File: src/design/ostb_pkg.sv
// package for the one-shot timer bank
// holds transaction structs, command codes, result codes and sizes
// no dependencies
`default_nettype none

package ostb_pkg;

	localparam int TIMER_COUNT_DEF = 8;

	localparam int QDEPTH = 2;
	localparam int QPTR_W = 1;

	localparam logic [1:0] CMD_SET    = 2'd0;
	localparam logic [1:0] CMD_CANCEL = 2'd1;
	localparam logic [1:0] CMD_POLL   = 2'd2;

	localparam logic [1:0] KIND_ACK   = 2'd0;
	localparam logic [1:0] KIND_FIRED = 2'd1;
	localparam logic [1:0] KIND_DONE  = 2'd2;

	localparam logic [1:0] ST_DONE    = 2'd0;
	localparam logic [1:0] ST_INVALID = 2'd1;
	localparam logic [1:0] ST_ARMED   = 2'd2;

	typedef struct packed {
		logic [1:0]  cmd;
		logic [7:0]  timer_id;
		logic [31:0] delay_ms;
		logic        force_restart;
		logic [7:0]  action_tag;
		logic [31:0] now_ms;
	} in_item_t;

	typedef struct packed {
		logic [1:0] kind;
		logic [7:0] fired_id;
		logic [7:0] fired_tag;
		logic [1:0] status;
		logic       last;
	} out_item_t;

	typedef enum logic [1:0] {
		OP_SET,
		OP_CANCEL,
		OP_POLL,
		OP_BADID
	} op_t;

	typedef struct packed {
		op_t         op;
		logic [7:0]  id;
		logic [31:0] delay;
		logic        force_restart;
		logic [7:0]  tag;
		logic [31:0] now;
	} job_t;

	typedef struct packed {
		logic [31:0] start;
		logic [31:0] delay;
		logic [7:0]  tag;
	} entry_t;

	typedef enum logic [1:0] {
		BK_IDLE,
		BK_POLL,
		BK_DONE
	} bk_state_t;

endpackage

`default_nettype wire

File: src/design/ostb_front.sv
// front stage: accepts input transactions, checks the id and decodes the command
// registers one decoded job for the command queue; uses ostb_pkg
`default_nettype none

module ostb_front #(
	parameter int TIMER_COUNT = ostb_pkg::TIMER_COUNT_DEF
) (
	input  wire               clk,
	input  wire               arst_n,
	input  wire               push,
	output logic              full,
	input  ostb_pkg::in_item_t item,
	output logic              job_vld,
	output ostb_pkg::job_t    job,
	input  wire               q_full
);
	import ostb_pkg::*;

	logic   vld_s1;
	job_t   job_s1;
	job_t   job_d;
	logic   accept;
	logic   keep;
	logic   bad_id;
	logic   q_wr;

	assign full   = vld_s1 && q_full;
	assign accept = push && !full;
	assign q_wr   = vld_s1 && !q_full;
	assign bad_id = item.timer_id >= 8'(TIMER_COUNT);

	always_comb begin
		job_d.id            = item.timer_id;
		job_d.delay         = item.delay_ms;
		job_d.force_restart = item.force_restart;
		job_d.tag           = item.action_tag;
		job_d.now           = item.now_ms;
		job_d.op            = OP_POLL;
		keep                = 1'b1;
		unique case (item.cmd)
			CMD_SET: begin
				job_d.op = bad_id ? OP_BADID : OP_SET;
			end
			CMD_CANCEL: begin
				job_d.op = bad_id ? OP_BADID : OP_CANCEL;
			end
			CMD_POLL: begin
				job_d.op = OP_POLL;
			end
			default: begin
				keep = 1'b0;
			end
		endcase
	end

	always_ff @(posedge clk or negedge arst_n) begin
		if (!arst_n) begin
			vld_s1 <= 1'b0;
		end else if (accept) begin
			vld_s1 <= keep;
		end else if (q_wr) begin
			vld_s1 <= 1'b0;
		end
	end

	always_ff @(posedge clk) begin
		if (accept) begin
			job_s1 <= job_d;
		end
	end

	assign job_vld = q_wr;
	assign job     = job_s1;

endmodule

`default_nettype wire

File: src/design/ostb_cmd_fifo.sv
// short command queue between the front and back stages
// uses ostb_pkg for the job struct and queue depth
`default_nettype none

module ostb_cmd_fifo (
	input  wire            clk,
	input  wire            arst_n,
	input  wire            wr_en,
	input  ostb_pkg::job_t wr_data,
	output logic           q_full,
	input  wire            rd_en,
	output ostb_pkg::job_t rd_data,
	output logic           rd_vld
);
	import ostb_pkg::*;

	job_t              mem_q [QDEPTH];
	logic [QPTR_W-1:0] wr_ptr_q;
	logic [QPTR_W-1:0] rd_ptr_q;
	logic [QPTR_W:0]   cnt_q;
	logic              do_wr;
	logic              do_rd;

	assign q_full  = cnt_q == (QPTR_W + 1)'(QDEPTH);
	assign rd_vld  = cnt_q != '0;
	assign do_wr   = wr_en && !q_full;
	assign do_rd   = rd_en && rd_vld;
	assign rd_data = mem_q[rd_ptr_q];

	always_ff @(posedge clk or negedge arst_n) begin
		if (!arst_n) begin
			wr_ptr_q <= '0;
			rd_ptr_q <= '0;
			cnt_q    <= '0;
		end else begin
			if (do_wr) begin
				wr_ptr_q <= wr_ptr_q + 1'b1;
			end
			if (do_rd) begin
				rd_ptr_q <= rd_ptr_q + 1'b1;
			end
			if (do_wr && !do_rd) begin
				cnt_q <= cnt_q + 1'b1;
			end else if (do_rd && !do_wr) begin
				cnt_q <= cnt_q - 1'b1;
			end
		end
	end

	always_ff @(posedge clk) begin
		if (do_wr) begin
			mem_q[wr_ptr_q] <= wr_data;
		end
	end

endmodule

`default_nettype wire

File: src/design/ostb_back.sv
// back stage: timer entry memory, armed bits, poll sequencer and result register
// executes jobs from the command queue; uses ostb_pkg
`default_nettype none

module ostb_back #(
	parameter int TIMER_COUNT = ostb_pkg::TIMER_COUNT_DEF
) (
	input  wire                clk,
	input  wire                arst_n,
	input  wire                head_vld,
	input  ostb_pkg::job_t     head,
	output logic               head_pop,
	output logic               empty,
	input  wire                pop,
	output ostb_pkg::out_item_t result
);
	import ostb_pkg::*;

	localparam int IDX_W = (TIMER_COUNT > 1) ? $clog2(TIMER_COUNT) : 1;
	localparam logic [IDX_W-1:0] LAST_IDX = IDX_W'(TIMER_COUNT - 1);

	entry_t           mem [TIMER_COUNT];
	entry_t           rd_q;
	logic [TIMER_COUNT-1:0] armed_q;
	bk_state_t        state_q;
	bk_state_t        state_d;
	logic [IDX_W-1:0] idx_q;
	logic [IDX_W-1:0] idx_d;
	logic             out_vld_q;
	out_item_t        out_q;

	logic             slot_free;
	logic [IDX_W-1:0] hid;
	logic             expired;
	logic             hit;
	logic             out_load;
	out_item_t        out_d;
	logic             mem_we;
	logic             rd_en;
	logic [IDX_W-1:0] rd_addr;
	logic             arm_we;
	logic             arm_val;
	logic [IDX_W-1:0] arm_addr;
	logic [31:0]      elapsed;

	assign slot_free = !out_vld_q || pop;
	assign hid       = head.id[IDX_W-1:0];
	assign elapsed   = head.now - rd_q.start;
	assign expired   = elapsed > rd_q.delay;
	assign hit       = armed_q[idx_q] && expired;

	always_comb begin
		state_d  = state_q;
		idx_d    = idx_q;
		out_load = 1'b0;
		out_d    = '0;
		head_pop = 1'b0;
		mem_we   = 1'b0;
		rd_en    = 1'b0;
		rd_addr  = idx_q;
		arm_we   = 1'b0;
		arm_val  = 1'b0;
		arm_addr = hid;
		unique case (state_q)
			BK_IDLE: begin
				if (head_vld) begin
					unique case (head.op)
						OP_BADID: begin
							if (slot_free) begin
								out_load = 1'b1;
								out_d    = '{KIND_ACK, head.id, 8'h00, ST_INVALID, 1'b1};
								head_pop = 1'b1;
							end
						end
						OP_SET: begin
							if (slot_free) begin
								out_load = 1'b1;
								head_pop = 1'b1;
								if (armed_q[hid] && !head.force_restart) begin
									out_d = '{KIND_ACK, head.id, 8'h00, ST_ARMED, 1'b1};
								end else begin
									out_d   = '{KIND_ACK, head.id, 8'h00, ST_DONE, 1'b1};
									mem_we  = 1'b1;
									arm_we  = 1'b1;
									arm_val = |head.tag;
								end
							end
						end
						OP_CANCEL: begin
							if (slot_free) begin
								out_load = 1'b1;
								out_d    = '{KIND_ACK, head.id, 8'h00, ST_DONE, 1'b1};
								head_pop = 1'b1;
								arm_we   = 1'b1;
							end
						end
						OP_POLL: begin
							rd_en   = 1'b1;
							rd_addr = '0;
							idx_d   = '0;
							state_d = BK_POLL;
						end
						default: begin
						end
					endcase
				end
			end
			BK_POLL: begin
				if (!hit || slot_free) begin
					if (hit) begin
						out_load = 1'b1;
						out_d    = '{KIND_FIRED, 8'(idx_q), rd_q.tag, ST_DONE, 1'b0};
						arm_we   = 1'b1;
						arm_addr = idx_q;
					end
					if (idx_q == LAST_IDX) begin
						state_d = BK_DONE;
					end else begin
						rd_en   = 1'b1;
						rd_addr = idx_q + 1'b1;
						idx_d   = idx_q + 1'b1;
					end
				end
			end
			BK_DONE: begin
				if (slot_free) begin
					out_load = 1'b1;
					out_d    = '{KIND_DONE, 8'h00, 8'h00, ST_DONE, 1'b1};
					head_pop = 1'b1;
					state_d  = BK_IDLE;
				end
			end
			default: begin
				state_d = BK_IDLE;
			end
		endcase
	end

	always_ff @(posedge clk or negedge arst_n) begin
		if (!arst_n) begin
			state_q   <= BK_IDLE;
			idx_q     <= '0;
			armed_q   <= '0;
			out_vld_q <= 1'b0;
		end else begin
			state_q <= state_d;
			idx_q   <= idx_d;
			if (arm_we) begin
				armed_q[arm_addr] <= arm_val;
			end
			if (out_load) begin
				out_vld_q <= 1'b1;
			end else if (pop) begin
				out_vld_q <= 1'b0;
			end
		end
	end

	always_ff @(posedge clk) begin
		if (mem_we) begin
			mem[hid] <= '{head.now, head.delay, head.tag};
		end
		if (rd_en) begin
			rd_q <= mem[rd_addr];
		end
		if (out_load) begin
			out_q <= out_d;
		end
	end

	assign empty  = !out_vld_q;
	assign result = out_q;

	// a waiting result is never overwritten
	a_no_overwrite: assert property (@(posedge clk) disable iff (!arst_n)
		out_vld_q && !pop |-> !out_load)
		else $error("result register overwritten while waiting");

	// poll walk stays inside the bank
	a_idx_range: assert property (@(posedge clk) disable iff (!arst_n)
		state_q == BK_POLL |-> idx_q <= LAST_IDX)
		else $error("poll index out of range");

	// an expired report disarms its entry
	a_fire_disarms: assert property (@(posedge clk) disable iff (!arst_n)
		out_load && out_d.kind == KIND_FIRED |=> !armed_q[$past(idx_q)])
		else $error("reported timer still armed");

	// the queue head is only released by a final result
	a_pop_last: assert property (@(posedge clk) disable iff (!arst_n)
		head_pop |-> out_load && out_d.last)
		else $error("job released without final result");

endmodule

`default_nettype wire

File: src/design/oneshot_timer_bank.sv
// set and cancel: pass the front stage, command queue and result register; one per cycle
// in the back stage while the result register is free; poll: one entry read per cycle from
// the entry memory, held while a fired result waits; sustained rate is set by the poll walk
// asynchronous reset clears every armed bit, the command queue and the result valid flag
// entry times and delays are not reset and only matter for armed entries
`default_nettype none

module oneshot_timer_bank #(
	parameter int TIMER_COUNT = ostb_pkg::TIMER_COUNT_DEF
) (
	input  wire                 clk,
	input  wire                 arst_n,
	input  wire                 push,
	output logic                full,
	input  ostb_pkg::in_item_t  item,
	output logic                empty,
	input  wire                 pop,
	output ostb_pkg::out_item_t result
);
	import ostb_pkg::*;

	logic job_vld;
	job_t job;
	logic q_full;
	logic head_pop;
	job_t head;
	logic head_vld;

	ostb_front #(
		.TIMER_COUNT(TIMER_COUNT)
	) u_front (
		.clk    (clk),
		.arst_n (arst_n),
		.push   (push),
		.full   (full),
		.item   (item),
		.job_vld(job_vld),
		.job    (job),
		.q_full (q_full)
	);

	ostb_cmd_fifo u_fifo (
		.clk    (clk),
		.arst_n (arst_n),
		.wr_en  (job_vld),
		.wr_data(job),
		.q_full (q_full),
		.rd_en  (head_pop),
		.rd_data(head),
		.rd_vld (head_vld)
	);

	ostb_back #(
		.TIMER_COUNT(TIMER_COUNT)
	) u_back (
		.clk     (clk),
		.arst_n  (arst_n),
		.head_vld(head_vld),
		.head    (head),
		.head_pop(head_pop),
		.empty   (empty),
		.pop     (pop),
		.result  (result)
	);

endmodule

`default_nettype wire

File: config.mk
export PLATFORM = sky130hd
export DESIGN_NAME = oneshot_timer_bank
export DESIGN_NICKNAME = d
export VERILOG_FILES = /design/src/design/ostb_pkg.sv /design/src/design/ostb_front.sv /design/src/design/ostb_cmd_fifo.sv /design/src/design/ostb_back.sv /design/src/design/oneshot_timer_bank.sv
export SDC_FILE = /design/constraint.sdc
export NUM_CORES = 1
export LEC_CHECK = 0
export BUFFER_PORTS_ARGS = -buffer_cell sky130_fd_sc_hd__buf_4
export CAP_MARGIN = 25
export CORE_MARGIN = 2
export CORE_UTILIZATION = 56
export CTS_CLUSTER_SIZE = 28
export DETAILED_ROUTE_END_ITERATION = 10
export PLACE_DENSITY = 0.76
export SKIP_CTS_REPAIR_TIMING = 1
export SLEW_MARGIN = 5
export SYNTH_ARGS = -nofsm -noshare
export SYNTH_HDL_FRONTEND = slang
export SYNTH_SLANG_ARGS = --single-unit
File: constraint.sdc
create_clock -name clk -period 7.74 [get_ports clk]
set_input_delay 0.774 -clock clk [delete_from_list [all_inputs] [get_ports clk]]
set_output_delay 0.774 -clock clk [all_outputs]
set_load 0.01 [all_outputs]
=== Word-level counts from Yosys, hierarchy flattened ===
Memory sizes are Yosys's and may differ from the RTL's. A register that Yosys moved wholly into a read port is not among the register bits.
Index checks and enable logic that the tools add are counted.
W data, S select, Z words.

* Reductions and logical operators: 30
* $lt $le $gt $ge: 6
* Multiplexer cells: 70
* Equal/unequal tests: 14
* Add/sub/neg operators: 6

{| class="wikitable"
|+ Operators with widths
! kind !! count
|-
| $pmux W21 S3 || 2
|-
| $mux W21 || 3
|-
| $mux W19 || 3
|-
| $gt A32 B32 Y1 || 1
|-
| $mux W1 || 32
|-
| $sub A32 B32 Y32 || 1
|-
| $mux W3 || 8
|-
| $mux W20 || 1
|-
| $mux W2 || 9
|-
| $lt A3 B4 Y1 const B || 3
|-
| $eq A2 B2 Y1 const B || 5
|-
| $logic_and A1 B1 Y1 || 10
|-
| $bwmux W8 || 1
|-
| $ge A8 B4 Y1 const B || 1
|-
| $pmux W1 S2 || 4
|-
| $reduce_bool A2 Y1 || 4
|-
| $reduce_or A8 Y1 || 1
|-
| $logic_not A1 Y1 || 7
|-
| $bmux W1 S3 || 2
|-
| $eq A2 B1 Y1 const B || 3
|-
| $logic_not A2 Y1 || 3
|-
| $ne A2 B1 Y1 const B || 3
|-
| $pmux W2 S3 || 1
|-
| $pmux W3 S2 || 1
|-
| other kinds (13) || 17
|}

* Word-level logic and storage cells: 147
* Bits of input ports: 87
* Output and inout bits: 23
* Memory bits (writable): 742
* Register bits: 123
* Memories: 2

{| class="wikitable"
|+ Memory list
! memory !! words !! width !! rd ports !! clocked after memory_dff !! write ports !! RTL line !! RTL
|-
| u_back.mem || 8 || 72 || 1 || 1 || 1 || ostb_back.sv:22 || <nowiki>entry_t mem [TIMER_COUNT];</nowiki>
|-
| u_fifo.mem_q || 2 || 83 || 1 || 0 || 1 || ostb_cmd_fifo.sv:17 || <nowiki>job_t mem_q [QDEPTH];</nowiki>
|}

=== Logic depth before layout (Yosys ltp) ===
An unclocked memory read counts as a cell.

* Word-level depth: 13
* Depth in mapped cells: 30
* Mapped depth without buffers: 25

=== Hierarchy ===
A second synthesis with hierarchy kept.

* Cells, all modules: 2074
* Area total of the unflattened synthesis: 38276.7 um^2

{| class="wikitable"
|+ By module, submodules not included
! module !! times used !! seq. area each (um^2) !! area each (um^2) !! cells each
|-
| ostb_back || 1 || 20439.6 || 29269.3 || 1703
|-
| ostb_cmd_fifo || 1 || 5084.9 || 6431.2 || 277
|-
| ostb_front || 1 || 2517.4 || 2576.2 || 94
|}

=== Worst setup path after synthesis ===
Ideal clock, no wire load.

* Path type: reg2reg
* Start point: register u_fifo.rd_ptr_q
* End point: register, netlist name u_back.rd_q[0]
* Path slack: -0.017 ns
* Period minus slack after synthesis: 7.757 ns
* Data required time: 6.993 ns
* Buffers on the path: 4
* Cell stages (with the launch flop): 25
* Library setup time: 0.747 ns
* Arrival time: 7.010 ns
* Cell sequence: dfrtp_1 -> clkbuf_1 -> clkbuf_1 -> clkbuf_1 -> buf_1 -> mux2_2 -> ha_1 -> a211o_1 -> a221o_1 -> a221oi_1 -> nand4_1 -> a31oi_1 -> o21ai_1 -> a21o_1 -> and4b_1 -> a311o_1 -> ha_1 -> nand4_1 -> nor4_1 -> and4_1 -> nand2_1 -> o21a_1 -> nand2b_1 -> o21ai_0 -> nand2_1

{| class="wikitable"
|+ RTL lines
! item !! RTL line !! RTL
|-
| start: declaration || ostb_cmd_fifo.sv:19 || <nowiki>logic [QPTR_W-1:0] rd_ptr_q;</nowiki>
|-
| start signal: assignment || ostb_cmd_fifo.sv:40 || <nowiki>rd_ptr_q <= rd_ptr_q + 1'b1;</nowiki>
|}

==> results.sh <==
export IMPL_status="finished clean"
export IMPL_rsz0062_at_grt="no"
export IMPL_core_region_area_mm2=0.0670
export IMPL_setup_viol=0
export IMPL_finalWorstSetupSlack_ps=405
export IMPL_rr_startpoint="u_fifo.rd_ptr_q"
export IMPL_leakage_nw=15.7
export IMPL_clkSlewWorstSetupHoldPaths_ps=60
export IMPL_vias=18492
export IMPL_yosysUniqueCellTypes=66
export IMPL_p_int_w=0.0132
export IMPL_globalRouteOverflowTotal=0
export IMPL_slew_headroom_pct=42.0
export IMPL_seqPwrFrac_pct=36.9
export IMPL_worstPathRequired_ps=8130
export IMPL_power_switching_w=0.00681
export IMPL_ys_ff_latch=937
export IMPL_dp_hpwl_mm=41.3
export IMPL_yosys_area_top_type="edfxtp_1"
export IMPL_grt_start_max_net_pins=54
export IMPL_numClockSinks=937
export IMPL_fillCellCount=4536
export IMPL_fin_nets=2415
export IMPL_initial_core_util_pct=56.4
export IMPL_power_density_mw_per_mm2=465
export IMPL_path_max_fanout=22
export IMPL_pwr_share_clk_pct=22.6
export IMPL_combinationalPowerShare_pct=40.5
export IMPL_synth_cells=2082
export IMPL_synth_ff_type="edfxtp_1"
export IMPL_dieArea_mm2=0.0696
export IMPL_rr_endpoint="u_back.rd_q[4]"
export IMPL_grt_usage_pct=20.9
export IMPL_cp_start_kind="flop"
export IMPL_initialDrtViolationCount=1238
export IMPL_ant_nets=0
export IMPL_hold_viol=0
export IMPL_synth_edff_count=918
export IMPL_worst_ir_drop_vdd_mv=0.441
export IMPL_first_pass_iters=5
export IMPL_drt_total_wl_mm=72.4
export IMPL_finalCritPeriodShare_pct=94.8
export IMPL_grt_pass1_wl_mm=111
export IMPL_fin_tns_setup_ps=0
export IMPL_arrival_ps=7730
export IMPL_dieHeight_um=264
export IMPL_numPortBuffers=109
export IMPL_most_common_layout_cells="edfxtp_1, mux2i_1, mux2_2"
export IMPL_drive_above_1_share_pct=19.9
export IMPL_synth_area_per_cell_um2=18.2
export IMPL_worstMarginPinSlew_ps=871
export IMPL_clock_root_buffer="clkbuf_16"
export IMPL_antenna_found_initial=0
export IMPL_syn_area_mm2=0.0378
export IMPL_synth_area_leaders="edfxtp_1, mux2i_1, mux2_2, ha_1, dfrtp_1"
export IMPL_cts_inserted_buffers=94
export IMPL_ys_warnings_count=0
export IMPL_clock_fmax_mhz=136
export IMPL_synth_nets=2236
export IMPL_worstSetupPathType="reg2reg"
export IMPL_cts_tree="yes"
export IMPL_rows=95
export IMPL_whs_ps=1.96
export IMPL_grt_pass1_vias=19233
export IMPL_sw_frac_of_total_pct=34.0
export IMPL_fin_skew_ps=24.9
export IMPL_clk_insertion_delay_late_ps=660
export IMPL_synth_top_area_share_pct=72.9
export IMPL_final_common_cell="edfxtp_1"
export IMPL_wl_per_cell_um=22.5
export IMPL_cts_max_level=3
export IMPL_ys_async_sr_fraction_pct=2.03
export IMPL_drc_errors=0
export IMPL_regToRegSetupSlack_ps=400
export IMPL_worstRegToRegCells=24
export IMPL_antenna_cells=0
export IMPL_startpoint="u_fifo.rd_ptr_q"
export IMPL_layout_min_cycle_time_ps=7340
export IMPL_via_per_inst=5.75
export IMPL_pre_cts_slack_ps=427
export IMPL_end_kind="flop"
export IMPL_cap_violations=0
export IMPL_seq_area_frac_synth_pct=74.2
export IMPL_hold_class="in2async"
export IMPL_drv_slew=0
export IMPL_die_w_um=264
export IMPL_areaGrowthSynthToFinish_pct=14.0
export IMPL_cts_path_max_buffers=3
export IMPL_gp_congestion=0.868
export IMPL_ios=110
[routing by layer]
metal | share of wire (%) | track usage (%)
met3 | 4.8 | 3.27
met2 | 50 | 34.9
met5 | 0 | 0
met4 | 1.9 | 6.66
met1 | 44 | 28.5
[area by class of cell]
type	count	area (um2)	area share, %
Clock inverter	65	719	1.67
Multi-Input combinational cell	986	9130	21.2
Timing Repair Buffer	154	1360	3.16
Tap cell	873	1090	2.53
Sequential cell	937	28000	65.1
Clock buffer	112	2420	5.61
Inverter	88	330	0.766
[power groups by stage]
stage	sequential (W)	clock (W)	combinational (W)
after floorplan	0.00739	0	0.00606
after global placement	0.00747	0	0.00779
after detailed placement	0.00749	0	0.00808
after CTS	0.00740	0.00461	0.00815
after global routing	0.00745	0.00482	0.00880
final	0.00740	0.00453	0.00811
[worst max-delay path: stages, from the launching register on]
cell and delay, ps:
dfrtp_4 710, buf_4 420, mux2_2 460, ha_1 390, nand2_1 100, a21oi_1 50, a221oi_1 350, nand4_1 210
a31oi_1 340, o21ai_1 140, a21o_1 230, and4b_1 180, a311o_1 320, ha_1 310, nand4_1 130, nor4_1 80
a22oi_1 150, nor4b_1 460, o21a_1 320, o31a_1 310, mux2i_4 370, buf_12 240, buf_4 350, mux2i_1 140
mux2_2 270
[how the worst max path moves through the flow]
| stage | to | cells after the start |
|---|---|---|
| floorplan | u_back.rd_q[0] | 24 |
| global placement | u_back.rd_q[0] | 24 |
| detailed placement | u_back.rd_q[2] | 24 |
| CTS | u_back.rd_q[4] | 24 |
| global route | u_back.rd_q[2] | 24 |
| finish | u_back.rd_q[4] | 24 |
[flip-flops by register name, indices dropped and copies added (netlist names), 2 cells and up]
register        cells
u_back.result      21
u_fifo.cnt_q        2
u_back.idx_q        3
u_back.armed_q      8
u_back.mem        576
u_front.job        83
u_back.rd_q        72
u_back.state_q      2
u_fifo.mem_q      166
[metrics by stage]
step	util, %	cell area (um2)	power [W]	cells
finish	64.3	43100	0.0200	3215
global route	64.3	43100	0.0211	3215
CTS	64.3	43100	0.0202	3215
detailed placement	59.6	40000	0.0156	3038
global placement	59.5	39900	0.0153	3036
floorplan	-	37800	0.0135	2082
[logic make-up (layout without fill, tap and decap cells)]
kind of cell	count (synthesis)	after routing	share of synthesized area, %
AND/OR/NAND/NOR	163	163	2.16
multiplexers	601	601	16.5
XOR/XNOR	34	34	0.827
adder cells (fa/ha/maj)	67	67	2.24
buffers and inverters	159	419	1.98
AO/OA/AOI/OAI	121	121	2.11
flip-flops	937	937	74.2
[Yosys cell counts (10+ instances only)]
cell,count
mux2i_1,454
mux2_2,143
ha_1,66
xor2_1,12
o21ai_0,17
xnor2_1,21
buf_2,40
nand4_1,10
dfrtp_1,19
nand2b_1,16
nand2_1,37
inv_1,87
nor2_1,40
a21o_1,16
edfxtp_1,918
nand3_1,12
a21oi_1,37
(Power assumes the default switching activity.)
